[src/rtl/cteb_pkg.sv]
`timescale 1ns / 1ps
// Shared types and constants for the COO to ELLPACK builder.
// Used by the controller, the datapath, the top level and the checker.
package cteb_pkg;

   localparam int MAX_ROWS    = 1024;
   localparam int MAX_WIDTH   = 32;

   localparam int ROW_W       = 10;
   localparam int COL_IN_W    = 16;
   localparam int VALUE_W     = 64;
   localparam int ADDR_W      = 15;
   localparam int COL_OUT_W   = 17;
   localparam int STATUS_W    = 2;

   localparam int CFG_ROWS_W  = 11;
   localparam int CFG_WIDTH_W = 6;
   localparam int CFG_COLS_W  = 17;
   localparam int CSR_IDX_W   = 2;

   localparam int FILL_W      = $clog2(MAX_WIDTH + 1);
   localparam int CLR_W       = $clog2(MAX_ROWS);
   localparam int PROD_W      = ROW_W + FILL_W;

   typedef enum logic [STATUS_W-1:0] {
      STATUS_OK    = 2'd0,
      STATUS_FULL  = 2'd1,
      STATUS_RANGE = 2'd2,
      STATUS_WIDTH = 2'd3
   } status_type;

   typedef enum logic {
      REQ_INSERT = 1'b0,
      REQ_PAD    = 1'b1
   } req_kind_type;

   typedef enum logic [CSR_IDX_W-1:0] {
      CSR_NUM_ROWS    = 2'd0,
      CSR_ROW_WIDTH   = 2'd1,
      CSR_NUM_COLUMNS = 2'd2,
      CSR_PAD_VALUE   = 2'd3
   } csr_index_type;

   typedef struct packed {
      logic clear_step;
      logic capture;
      logic emit_err;
      logic emit_ins;
      logic emit_pad;
      logic cnt_inc;
      logic cnt_zero;
      logic slot_load;
      logic slot_adv;
   } cmd_type;

   typedef struct packed {
      logic clear_last;
      logic is_pad;
      logic req_err;
      logic row_full;
      logic pad_empty;
      logic slot_last;
   } dp_status_type;

endpackage

[src/rtl/cteb_ctrl.sv]
`timescale 1ns / 1ps
// Controller state machine: clearing pass, request capture, evaluation, pad sweep.
// Depends on cteb_pkg for the command and status structs.
module cteb_ctrl
   import cteb_pkg::*;
(
   input  logic          clock,
   input  logic          reset,
   input  logic          start,
   input  dp_status_type dp_status,
   output cmd_type       cmd,
   output logic          busy
);

   typedef enum logic [3:0] {
      ST_CLEAR = 4'b0001,
      ST_IDLE  = 4'b0010,
      ST_EVAL  = 4'b0100,
      ST_PAD   = 4'b1000
   } state_type;

   state_type state_ff;
   state_type state_in;

   always_ff @(posedge clock) begin
      if (reset) begin
         state_ff <= ST_CLEAR;
      end else begin
         state_ff <= state_in;
      end
   end

   always_comb begin
      state_in = state_ff;
      cmd      = '0;
      case (state_ff)
         ST_CLEAR: begin
            cmd.clear_step = 1'b1;
            if (dp_status.clear_last) begin
               state_in = ST_IDLE;
            end
         end
         ST_IDLE: begin
            if (start) begin
               cmd.capture = 1'b1;
               state_in    = ST_EVAL;
            end
         end
         ST_EVAL: begin
            state_in = ST_IDLE;
            if (dp_status.req_err) begin
               cmd.emit_err = 1'b1;
            end else if (!dp_status.is_pad) begin
               if (dp_status.row_full) begin
                  cmd.emit_err = 1'b1;
               end else begin
                  cmd.emit_ins = 1'b1;
                  cmd.cnt_inc  = 1'b1;
               end
            end else if (dp_status.pad_empty) begin
               cmd.cnt_zero = 1'b1;
            end else begin
               cmd.slot_load = 1'b1;
               state_in      = ST_PAD;
            end
         end
         ST_PAD: begin
            cmd.emit_pad = 1'b1;
            cmd.slot_adv = 1'b1;
            if (dp_status.slot_last) begin
               cmd.cnt_zero = 1'b1;
               state_in     = ST_IDLE;
            end
         end
         default: begin
            state_in = ST_CLEAR;
         end
      endcase
   end

   assign busy = (state_ff != ST_IDLE);

endmodule

[config.mk]
export PLATFORM = sky130hd
export DESIGN_NAME = cteb_ctrl
export DESIGN_NICKNAME = d
export VERILOG_FILES = /design/src/rtl/cteb_pkg.sv /design/src/rtl/cteb_ctrl.sv
export SDC_FILE = /design/constraint.sdc
export NUM_CORES = 1
export LEC_CHECK = 0
export ABC_AREA = 1
export CAP_MARGIN = 5
export CORE_AREA = 2 2 39 41
export CTS_CLUSTER_DIAMETER = 200
export DETAILED_ROUTE_END_ITERATION = 7
export DIE_AREA = 0 0 41 43
export DONT_BUFFER_PORTS = 1
export GPL_TIMING_DRIVEN = 0
export PLACE_DENSITY = 0.4
export SLEW_MARGIN = 10
export SYNTH_ARGS = -nofsm -noshare
export SYNTH_HDL_FRONTEND = slang
export SYNTH_SLANG_ARGS = --single-unit
[constraint.sdc]
create_clock -name clock -period 2.95 [get_ports clock]
set_input_delay 0.295 -clock clock [delete_from_list [all_inputs] [get_ports clock]]
set_output_delay 0.295 -clock clock [all_outputs]
set_load 0.01 [all_outputs]
After elaboration in Yosys (flattened, before gate mapping)
Cells that the tools add are included.
{ "totals": {"inputBits": 9, "output_inout_bits": 10, "reg_bits": 4, "elab_cells": 36} }
{ "classes": {"muxes": 26, "n_reduce_logical": 1, "n_eq_ne": 8} }
{ "op_table": {"columns": ["op", "count"], "rows": [
  ["two-way mux 4 bit", 6],
  ["one-hot mux 4 bit (4 select lines)", 1],
  ["two-way mux 1 bit", 14],
  ["two-way mux 2 bit", 3],
  ["inequality test 2 bit, second input constant", 3],
  ["equality test 4 x 1 -> 1 bit, second input constant", 1],
  ["equality test 4 x 2 -> 1 bit, second input constant", 1],
  ["equality test 4 x 3 -> 1 bit, second input constant", 1],
  ["equality test 4 bit, second input constant", 1],
  ["inequality test 4 x 2 -> 1 bit, second input constant", 1],
  ["two-way mux 3 bit", 1],
  ["AND reduction 3 bit", 1],
  ["one-hot mux 1 bit (2 select lines)", 1]
]} }

Longest topological paths before layout
Gate-level depths: netlist of the first run.
{ "depth": {"ltp_word": 4, "mapped_depth": 7, "mapped_depth_nobuf": 7} }

Worst setup path after synthesis of the first run
OpenSTA, ideal clock, no wires.
{ "synth_timing": {"path_kind": "register to output", "start": "register state_ff[0]", "end": "output port cmd[5] (netlist bit)", "arrival_time_ns": 1.217, "path_slack_ns": 1.438, "stages_incl_launch_ff": 5, "path_cell_list": "dfxtp_1 > nor2_4 > nand2_4 > nor4_1 > buf_4"} }
{ "synth_rtl": {"columns": ["element", "line", "source"], "rows": [
  ["start, declared", "cteb_ctrl.sv:22", "state_type state_ff;"],
  ["start signal, assigned", "cteb_ctrl.sv:29", "state_ff <= state_in;"],
  ["end, declared", "cteb_ctrl.sv:11", "output cmd_type cmd,"]
]} }

==> summary.log, run 1 <==
qor: route.remaining_drc_errors 0
qor: clocking.clock_root_cell clkbuf_4
qor: floorplanning.floorplan.die_area 1760 µm²
qor: global_route.grt_overflow 0
qor: critical_path.crit_fanout 5
qor: critical_path.crit_path_cell_chain nor2_4 > nand2_4 > nor4_1 > buf_4
qor: timing.max_slew_violation_count 0
qor: yosys.synth.net_count 63
qor: global_route.wire_length_of_the_first_global_routing_pass 1150 µm
qor: yosys.synth-edff-count 0
qor: layout.drive_above_1_share 22.8%
qor: route.drt_iter0_drc 0
qor: placement.routabilityCongestion 0.700
qor: route.routed_wirelength 688 µm
qor: clocking.hold_buffers 0
qor: route.ant_nets 0
qor: critical_path.worst_path_arrival 1540 ps
qor: global_route.grt_max_degree 6
qor: yosys.post_synth_and_or_nand_nor_area_fraction 51.9%
qor: timing.hold_violations 0
qor: layout.final-seq-area 80.1 µm²
qor: placement.dp_hpwl 601 µm
qor: critical_path.cp_slowest_cell nor4_1
qor: floorplanning.floorplan.core_area 1380 µm²
qor: layout.largest_register_ff_count 4
qor: timing.finalSetupViolations 0
qor: critical_path.startpoint_kind_of_the_worst_setup_timing_path flip-flop
qor: critical_path.worst_endpoint_required_time 2650 ps
qor: clocking.buffers_inserted_by_post_cts_timing_repair 0
qor: yosys.netlist-cell-type-count 15
qor: power_and_ir_drop.worst_ir_drop_vdd 169 µV
qor: route.drt-wirelength-per-cell 9.42 µm
qor: yosys.average_cell_area_after_synthesis 6.21 µm²
qor: route.detailroute.via_count 322
qor: yosys.syn-cell-area 335 µm²
qor: yosys.synth-main-ff-cell dfxtp_1
qor: floorplanning.start_util 24.2%
qor: power_and_ir_drop.power.total 0.000185 W
qor: layout.register_containing_the_most_flip_flops_in_the_final_layout state_ff
qor: yosys.async_flop_share 0%
qor: outcome.run_status completed
qor: yosys.synth.yosys.warnings 0
qor: global_route.antenna_violations_before_repair 0
qor: critical_path.slowest_delay 460 ps
qor: floorplanning.die_height 43 µm
qor: floorplanning.fp-row-count 14
qor: critical_path.reg2reg_setup_slack 1840 ps
qor: critical_path.worst_setup_path_end_kind primary output
qor: yosys.synth_mux_area_share 0%
qor: clocking.clock_tree_from_tritoncts done
qor: yosys.sequential_fraction_of_the_synthesis_area 23.9%
qor: clocking.clkSinkCount 4
qor: layout.multiInputGateArea 195 µm²
qor: timing.final.hold.worst_slack 117 ps
qor: run.timing.max_cap.violations 0
qor: yosys.syn-instance-count 54
qor: timing.fmax 546 MHz
qor: placement.port-buffer-count 0
qor: clocking.cts-htree-levels 1
qor: yosys.synth-compound-area-share 6.34%
qor: floorplanning.die_width 41 µm
qor: power_and_ir_drop.p_leak 0.198 nW
qor: clocking.insertion_delay 230 ps
qor: yosys.synth.top_cell.area_share 23.9%
qor: layout.diode_count 0
qor: floorplanning.io_pins 19
qor: timing.worst_pin_slew 592 ps
qor: timing.grt_setup_unrepaired no
qor: timing.final_clock_skew 1.23 ps
qor: clocking.worst_setup_hold_path_clk_slew 30 ps
qor: yosys.yosys.area.top_type dfxtp_1
qor: route.vias_per_cell 4.41
qor: timing.fin_crit 1830 ps
qor: yosys.synth_common_cells inv_1, nor2_1, nand3_1
qor: clocking.post_cts_resized 0
qor: layout.filler_cell_count 163
qor: worst_hold_path.hold-path-cell-count 1
qor: critical_path.path_class reg2out
qor: critical_path.worst-r2r-cell-count 5
qor: worst_hold_path.worst_hold_path_type in2reg
qor: layout.largestRegisters state_ff x4
qor: layout.nNetsFinal 68
qor: power_and_ir_drop.pwr_density_cell 488 nW/µm²
qor: layout.syn_to_final_growth 12.7%
qor: timing.rel_slew_slack 60.2%
qor: yosys.synth_seq_cells 4
qor: layout.finish.cell_count_without_fillers 73
qor: clocking.cts_inserted_buffers 3
qor: yosys.synthAdderAreaFrac 0%
qor: yosys.synth_top_family_by_area simple AND/OR/NAND/NOR gates
qor: clocking.clk_path_buf_depth 2
qor: route.dr.pass1.iters 1
qor: timing.layout_worst_path_cycle_share 62.1%
qor: placement.dp.cells 70
qor: timing.totalNegativeSetupSlack 0 ps
qor: global_route.first_global_vias 291
qor: yosys.yosys.area_share.xor_xnor 0%
qor: yosys.synth.area.top_cells dfxtp_1, nand3_1, inv_1
qor: global_route.all_layer_gr_usage 10.3%
## placed cells by master (no fill, tap or decap)
| master | instances |
|---|---|
| buf_4 | 2 |
| o31ai_1 | 1 |
| nand3_1 | 9 |
| clkbuf_4 | 3 |
| or2_4 | 1 |
| nor2_4 | 3 |
| inv_1 | 10 |
| nand2_4 | 1 |
| nand2_1 | 7 |
| o21ai_0 | 1 |
| nor2_1 | 10 |
| dfxtp_1 | 4 |
| nor3_1 | 1 |
| a21oi_2 | 1 |
| inv_2 | 2 |
| nor4_1 | 1 |
## critical path, delay by kind of cell, from the launching register on
kind                   cells  cell delay, ps
AND/OR/NAND/NOR            3             730
flip-flops                 1             340
buffers and inverters      1             230
## final timing paths
path / to / start
max: cmd[5] / state_ff[0]
min: state_ff[3] / reset
max reg2reg: state_ff[0] / state_ff[0]
min reg2reg: state_ff[0] / state_ff[0]
## stage by stage
| stage | cell area (µm²) | setup WS (ps) | utilization (%) |
|---|---|---|---|
| final | 378 | 1120 | 27.3 |
| after global routing | 378 | 971 | 27.3 |
| after CTS | 378 | 1080 | 27.3 |
| after detailed placement | 355 | 1330 | 25.7 |
| after global placement | 355 | 1330 | 25.7 |
| after floorplan | 335 | 1440 | - |
## logic make-up (layout without fill, tap and decap cells)
logic type / count (synthesis) / after routing
compound gates: 3 / 3
simple gates: 33 / 33
flops: 4 / 4
buf+inv: 14 / 17
## routing by layer
layer,up-vias,global-route usage [%],share of wire [%]
met5,-,0,0
met3,5,3.66,6.4
li1,173,-,-
met2,12,12.2,43
met4,0,12.0,4.5
met1,132,12.5,46
## power breakdown
group | total, W | internal (W) | switching, W
Clock | 0.0000665 | 0.0000454 | 0.0000211
Combinational | 0.0000493 | 0.0000165 | 0.0000328
Sequential | 0.0000688 | 0.0000607 | 0.00000811
## area by class of cell
cell class	instances	area share, %
buffer	2	3.97
clock buffer	3	5.96
inverter	12	11.9
multi-input combinational	36	51.7
sequential	4	21.2
tap	16	5.30
(Power assumes the default switching activity.)
==> inputs of run 2 (changes only) <==
--- a/config.mk
+++ b/config.mk
@@ -13,7 +13,7 @@
 export DIE_AREA = 0 0 41 43
 export DONT_BUFFER_PORTS = 1
 export GPL_TIMING_DRIVEN = 0
-export PLACE_DENSITY = 0.4
+export PLACE_DENSITY = 0.42
 export SLEW_MARGIN = 10
 export SYNTH_ARGS = -nofsm -noshare
 export SYNTH_HDL_FRONTEND = slang
==> constraint.sdc (replaced) <==
create_clock -name clock -period 1.6 [get_ports clock]
set_input_delay 0.16 -clock clock [delete_from_list [all_inputs] [get_ports clock]]
set_output_delay 0.16 -clock clock [all_outputs]
set_load 0.01 [all_outputs]
==> run 2 against run 1 <==
Against the previous run:
- clock power rose by 82%
- power rose by 85%
- register-to-register slack got worse by 1300 ps
- final cell count rose by 1.4%
- combinational power is 90% higher
- worst hold slack got worse by 62 ps
- clock-buffer cell count unchanged
- setup slack got worse by 930 ps
- highest routed layer unchanged
==> summary.log, run 2 (synthesis gave the netlist of run 1 again) <==
qor: placement.dp_hpwl 584 µm
qor: floorplanning.floorplan.die_area 1760 µm²
qor: timing.final_clock_skew 0.812 ps
qor: layout.filler_cell_count 166
qor: layout.largestRegisters state_ff x4
qor: clocking.cts-htree-levels 1
qor: critical_path.path_class reg2out
qor: layout.drive_above_1_share 24.1%
qor: floorplanning.fp-row-count 14
qor: power_and_ir_drop.power.total 0.000341 W
qor: global_route.antenna_violations_before_repair 0
qor: global_route.first_global_vias 324
qor: layout.register_containing_the_most_flip_flops_in_the_final_layout state_ff
qor: route.routed_wirelength 699 µm
qor: layout.stdcell_area 403 µm²
qor: placement.dp.cells 70
qor: critical_path.reg2reg_setup_slack 500 ps
qor: placement.port-buffer-count 0
qor: worst_hold_path.worst_hold_path_type in2reg
qor: timing.rel_slew_slack 71.7%
qor: critical_path.startpoint_kind_of_the_worst_setup_timing_path flip-flop
qor: timing.layout_worst_path_cycle_share 88.3%
qor: placement.total_cell_area_at_the_placement_stage 355 µm²
qor: layout.multiInputGateArea 210 µm²
qor: global_route.grt_overflow 0
qor: clocking.clock_root_cell clkbuf_4
qor: floorplanning.start_util 24.2%
qor: layout.most-common-layout-cells inv_1, nor2_1, nand3_1
qor: clocking.clock_tree_from_tritoncts done
qor: route.ant_nets 0
qor: floorplanning.floorplan.core_area 1380 µm²
qor: route.vias_per_cell 4.34
qor: layout.final-seq-area 80.1 µm²
qor: layout.syn_to_final_growth 20.1%
qor: route.detailroute.via_count 321
qor: route.dr.pass1.iters 4
qor: clocking.worst_setup_hold_path_clk_slew 30 ps
qor: critical_path.crit_fanout 5
qor: route.drt-wirelength-per-cell 9.45 µm
qor: critical_path.worst_endpoint_required_time 1440 ps
qor: placement.routabilityCongestion 0.723
qor: timing.fmax 708 MHz
qor: clocking.cts_inserted_buffers 3
qor: power_and_ir_drop.pwr_density_cell 847 nW/µm²
qor: floorplanning.die_height 43 µm
qor: timing.grt_setup_unrepaired no
qor: clocking.clk_path_buf_depth 2
qor: critical_path.cp_slowest_cell dfxtp_1
qor: timing.finalSetupViolations 0
qor: power_and_ir_drop.p_leak 0.205 nW
qor: floorplanning.io_pins 19
qor: global_route.wire_length_of_the_first_global_routing_pass 1120 µm
qor: layout.nNetsFinal 69
qor: route.remaining_drc_errors 0
qor: timing.hold_violations 0
qor: layout.diode_count 0
qor: timing.fin_crit 1410 ps
qor: outcome.run_status completed
qor: floorplanning.die_width 41 µm
qor: route.drt_iter0_drc 5
qor: timing.totalNegativeSetupSlack 0 ps
qor: critical_path.slowest_delay 340 ps
qor: clocking.clkSinkCount 4
qor: timing.max_slew_violation_count 0
qor: timing.final.hold.worst_slack 55.2 ps
qor: global_route.grt_max_degree 6
qor: run.timing.max_cap.violations 0
qor: layout.largest_register_ff_count 4
qor: timing.worst_pin_slew 421 ps
qor: layout.finish.cell_count_without_fillers 74
qor: global_route.all_layer_gr_usage 9.82%
qor: critical_path.crit_path_cell_chain nor2_4 > nand2_4 > nor4_4 > buf_4
qor: clocking.insertion_delay 230 ps
qor: critical_path.worst_setup_path_end_kind primary output
qor: power_and_ir_drop.worst_ir_drop_vdd 315 µV
qor: clocking.buffers_inserted_by_post_cts_timing_repair 0
qor: critical_path.worst_path_arrival 1250 ps
## run 2: cell count changes in the layout (fill, tap and decap cells not counted)
cell	delta
dlygate4sd3_1	+1
nor4_1	-1
nor4_4	+1
## run 2: through the flow
stage	util, %	setup WS [ps]
floorplan	-	223
global placement	25.7	118
detailed placement	25.7	129
CTS	28.5	68.8
global route	29.1	108
finish	29.1	187
## run 2: what timing repair did
action                     CTS  global route
hold endpoints to repair     2             0
gates resized for setup      1             1
hold buffers                 1             0
setup endpoints to repair    1             1
## run 2: power by group
group / internal, W / switching, W
combinational: 0.0000325 / 0.0000612
sequential: 0.000112 / 0.0000148
clock: 0.0000836 / 0.0000373
## run 2: critical path, delay by kind of cell, from the launching register on
| family | cells | cell delay, ps |
|---|---|---|
| buffers and inverters | 1 | 180 |
| DFF | 1 | 340 |
| and+or+nand+nor | 3 | 500 |
## run 2: path summary, 6_finish.rpt
kind / endpoint / depth (start not counted) / from
setup / recovery: cmd[5] / 4 / state_ff[0]
hold / removal: state_ff[0] / 2 / reset
setup reg to reg: state_ff[0] / 5 / state_ff[0]
hold reg to reg: state_ff[3] / 3 / state_ff[2]
## run 2: per-layer routing
metal / global-route usage (%) / vias to the layer above / part of all wire (%)
met2: 13.8 / 11 / 48
met5: 0 / - / 0
met4: 12.0 / 0 / 1.1
met3: 2.09 / 2 / 6.6
li1: - / 172 / -
met1: 10.2 / 136 / 44
## run 2: layout make-up
class | count | share of cell area [%]
well taps | 16 | 4.97
multi-input cells | 36 | 52.2
repair buffers | 1 | 2.48
flip-flops and latches | 4 | 19.9
inverters | 12 | 11.2
plain buffers | 2 | 3.73
clock buffers | 3 | 5.59
==> inputs of run 3 (changes only) <==
--- a/config.mk
+++ b/config.mk
@@ -6,13 +6,12 @@
 export NUM_CORES = 1
 export LEC_CHECK = 0
 export ABC_AREA = 1
-export CAP_MARGIN = 5
 export CORE_AREA = 2 2 39 41
 export CTS_CLUSTER_DIAMETER = 200
 export DETAILED_ROUTE_END_ITERATION = 7
 export DIE_AREA = 0 0 41 43
 export DONT_BUFFER_PORTS = 1
-export GPL_TIMING_DRIVEN = 0
+export GPL_TIMING_DRIVEN = 1
 export PLACE_DENSITY = 0.42
 export SLEW_MARGIN = 10
 export SYNTH_ARGS = -nofsm -noshare
==> run 3 against run 2 <==
Against the previous run:
- sequential power barely moved
- clock power about the same
- die area unchanged
- non-clock buffer count is 1 lower
==> summary.log, run 3 (synthesis gave the netlist of run 1 again) <==
qor: outcome.run_status completed
qor: global_route.grt_overflow 0
qor: critical_path.worst_endpoint_required_time 1440 ps
qor: timing.rel_slew_slack 73.0%
qor: layout.filler_cell_count 167
qor: clocking.clock_tree_from_tritoncts done
qor: layout.final-seq-area 80.1 µm²
qor: timing.grt_setup_unrepaired no
qor: clocking.cts-htree-levels 1
qor: timing.hold_violations 0
qor: route.detailroute.via_count 321
qor: timing.totalNegativeSetupSlack 0 ps
qor: clocking.worst_setup_hold_path_clk_slew 40 ps
qor: critical_path.worst_path_arrival 1200 ps
qor: critical_path.crit_fanout 5
qor: layout.largestRegisters state_ff x4
qor: timing.fin_crit 1360 ps
qor: power_and_ir_drop.power.switching_fraction 33.4%
qor: clocking.insertion_delay 230 ps
qor: layout.nNetsFinal 68
qor: global_route.wire_length_of_the_first_global_routing_pass 1170 µm
qor: layout.syn_to_final_growth 13.4%
qor: floorplanning.fp-row-count 14
qor: placement.routabilityCongestion 0.705
qor: clocking.cts_inserted_buffers 3
qor: power_and_ir_drop.power_frac_clock 35.3%
qor: critical_path.worst_setup_path_end_kind primary output
qor: route.remaining_drc_errors 0
qor: route.dr.pass1.iters 2
qor: layout.largest_register_ff_count 4
qor: clocking.clkSinkCount 4
qor: power_and_ir_drop.power.total 0.000342 W
qor: global_route.grt_use_met3 4.71%
qor: power_and_ir_drop.net_load_switching_power 0.000114 W
qor: placement.dp_hpwl 595 µm
qor: global_route.use_met1 13.5%
qor: timing.worst_pin_slew 402 ps
qor: clocking.buffers_inserted_by_post_cts_timing_repair 0
qor: floorplanning.start_util 24.2%
qor: route.ant_nets 0
qor: timing.finalSetupViolations 0
qor: floorplanning.floorplan.die_area 1760 µm²
qor: route.routed_wirelength 688 µm
qor: timing.final_clock_skew 3.06 ps
qor: global_route.use_met2 11.6%
qor: global_route.first_global_vias 285
qor: global_route.all_layer_gr_usage 10.3%
qor: global_route.top_usage_layer met1
qor: layout.drive_above_1_share 21.1%
qor: critical_path.path_class reg2out
qor: power_and_ir_drop.p_leak 0.197 nW
qor: clocking.clock_root_cell clkbuf_4
qor: critical_path.reg2reg_setup_slack 480 ps
qor: timing.layout_worst_path_cycle_share 85.1%
qor: global_route.antenna_violations_before_repair 0
qor: layout.multiInputGateArea 195 µm²
qor: route.drt-wirelength-per-cell 9.42 µm
qor: floorplanning.io_pins 19
qor: critical_path.startpoint_kind_of_the_worst_setup_timing_path flip-flop
qor: placement.port-buffer-count 0
qor: floorplanning.floorplan.core_area 1380 µm²
qor: power_and_ir_drop.internal_power 0.000228 W
qor: power_and_ir_drop.pwr_density_cell 899 nW/µm²
qor: timing.fmax 735 MHz
qor: worst_hold_path.worst_hold_path_type in2reg
qor: clocking.clk_path_buf_depth 2
qor: layout.diode_count 0
qor: route.drt_iter0_drc 5
qor: clocking.hold_buffers 1
qor: timing.max_slew_violation_count 0
qor: layout.most-common-layout-cells inv_1, nor2_1, nand3_1
qor: global_route.grt_max_degree 6
qor: clocking.post_cts_resized 0
qor: layout.register_containing_the_most_flip_flops_in_the_final_layout state_ff
qor: power_and_ir_drop.seqPwrFrac 36.7%
qor: floorplanning.die_height 43 µm
qor: power_and_ir_drop.worst_ir_drop_vdd 352 µV
qor: placement.detailedPlace.worstSlack 460 ps
qor: power_and_ir_drop.power_share_of_the_combinational_group 28.0%
qor: floorplanning.die_width 41 µm
qor: timing.worst_slack 239 ps
qor: route.vias_per_cell 4.40
qor: run.timing.max_cap.violations 0
## run 3: cell count changes in the layout (fill, tap and decap cells not counted)
cell	change
nor4_4	-1
nor4_1	+1
buf_4	-1
## run 3: power by group through the flow
stage               clock network (W)  logic (W)  registers (W)
floorplan                           0  0.0000797       0.000126
global placement                    0  0.0000943       0.000128
detailed placement                  0  0.0000950       0.000128
CTS                          0.000126  0.0000979       0.000126
global route                 0.000135   0.000114       0.000128
finish                       0.000121  0.0000956       0.000126
## run 3: per-layer routing
layer	part of all wire, %	wire, µm
met5	0	0
met2	45	310
met3	7.3	50
met1	46	317
met4	1.3	9
## run 3: worst paths after layout
kind,cells past startpoint,end,startpoint
worst max-delay path,3,cmd[2],state_ff[0]
worst max register to register,6,state_ff[0],state_ff[0]
worst min-delay path,2,state_ff[0],reset
worst min register to register,4,state_ff[0],state_ff[0]
## run 3: stage by stage
stage | instance area (µm²) | std cells | util [%] | hold WS, ps
finish | 380 | 73 | 27.5 | 59.8
global route | 380 | 73 | 27.5 | 59.2
CTS | 380 | 73 | 27.5 | 51.3
detailed placement | 348 | 69 | 25.1 | 225
global placement | 348 | 69 | 25.1 | 224
floorplan | 335 | 54 | - | 222
## run 3: worst max-delay path, stage by stage, from the launching register on
cell and delay [ps]:
dfxtp_1 340, nor2_4 190, nand2_4 80, o31ai_1 360
## run 3: final cells by class
cell class | count | share of cell area (%)
Inverter | 12 | 11.8
Tap cell | 16 | 5.26
Timing Repair Buffer | 2 | 4.61
Multi-Input combinational cell | 36 | 51.3
Clock buffer | 3 | 5.92
Sequential cell | 4 | 21.1
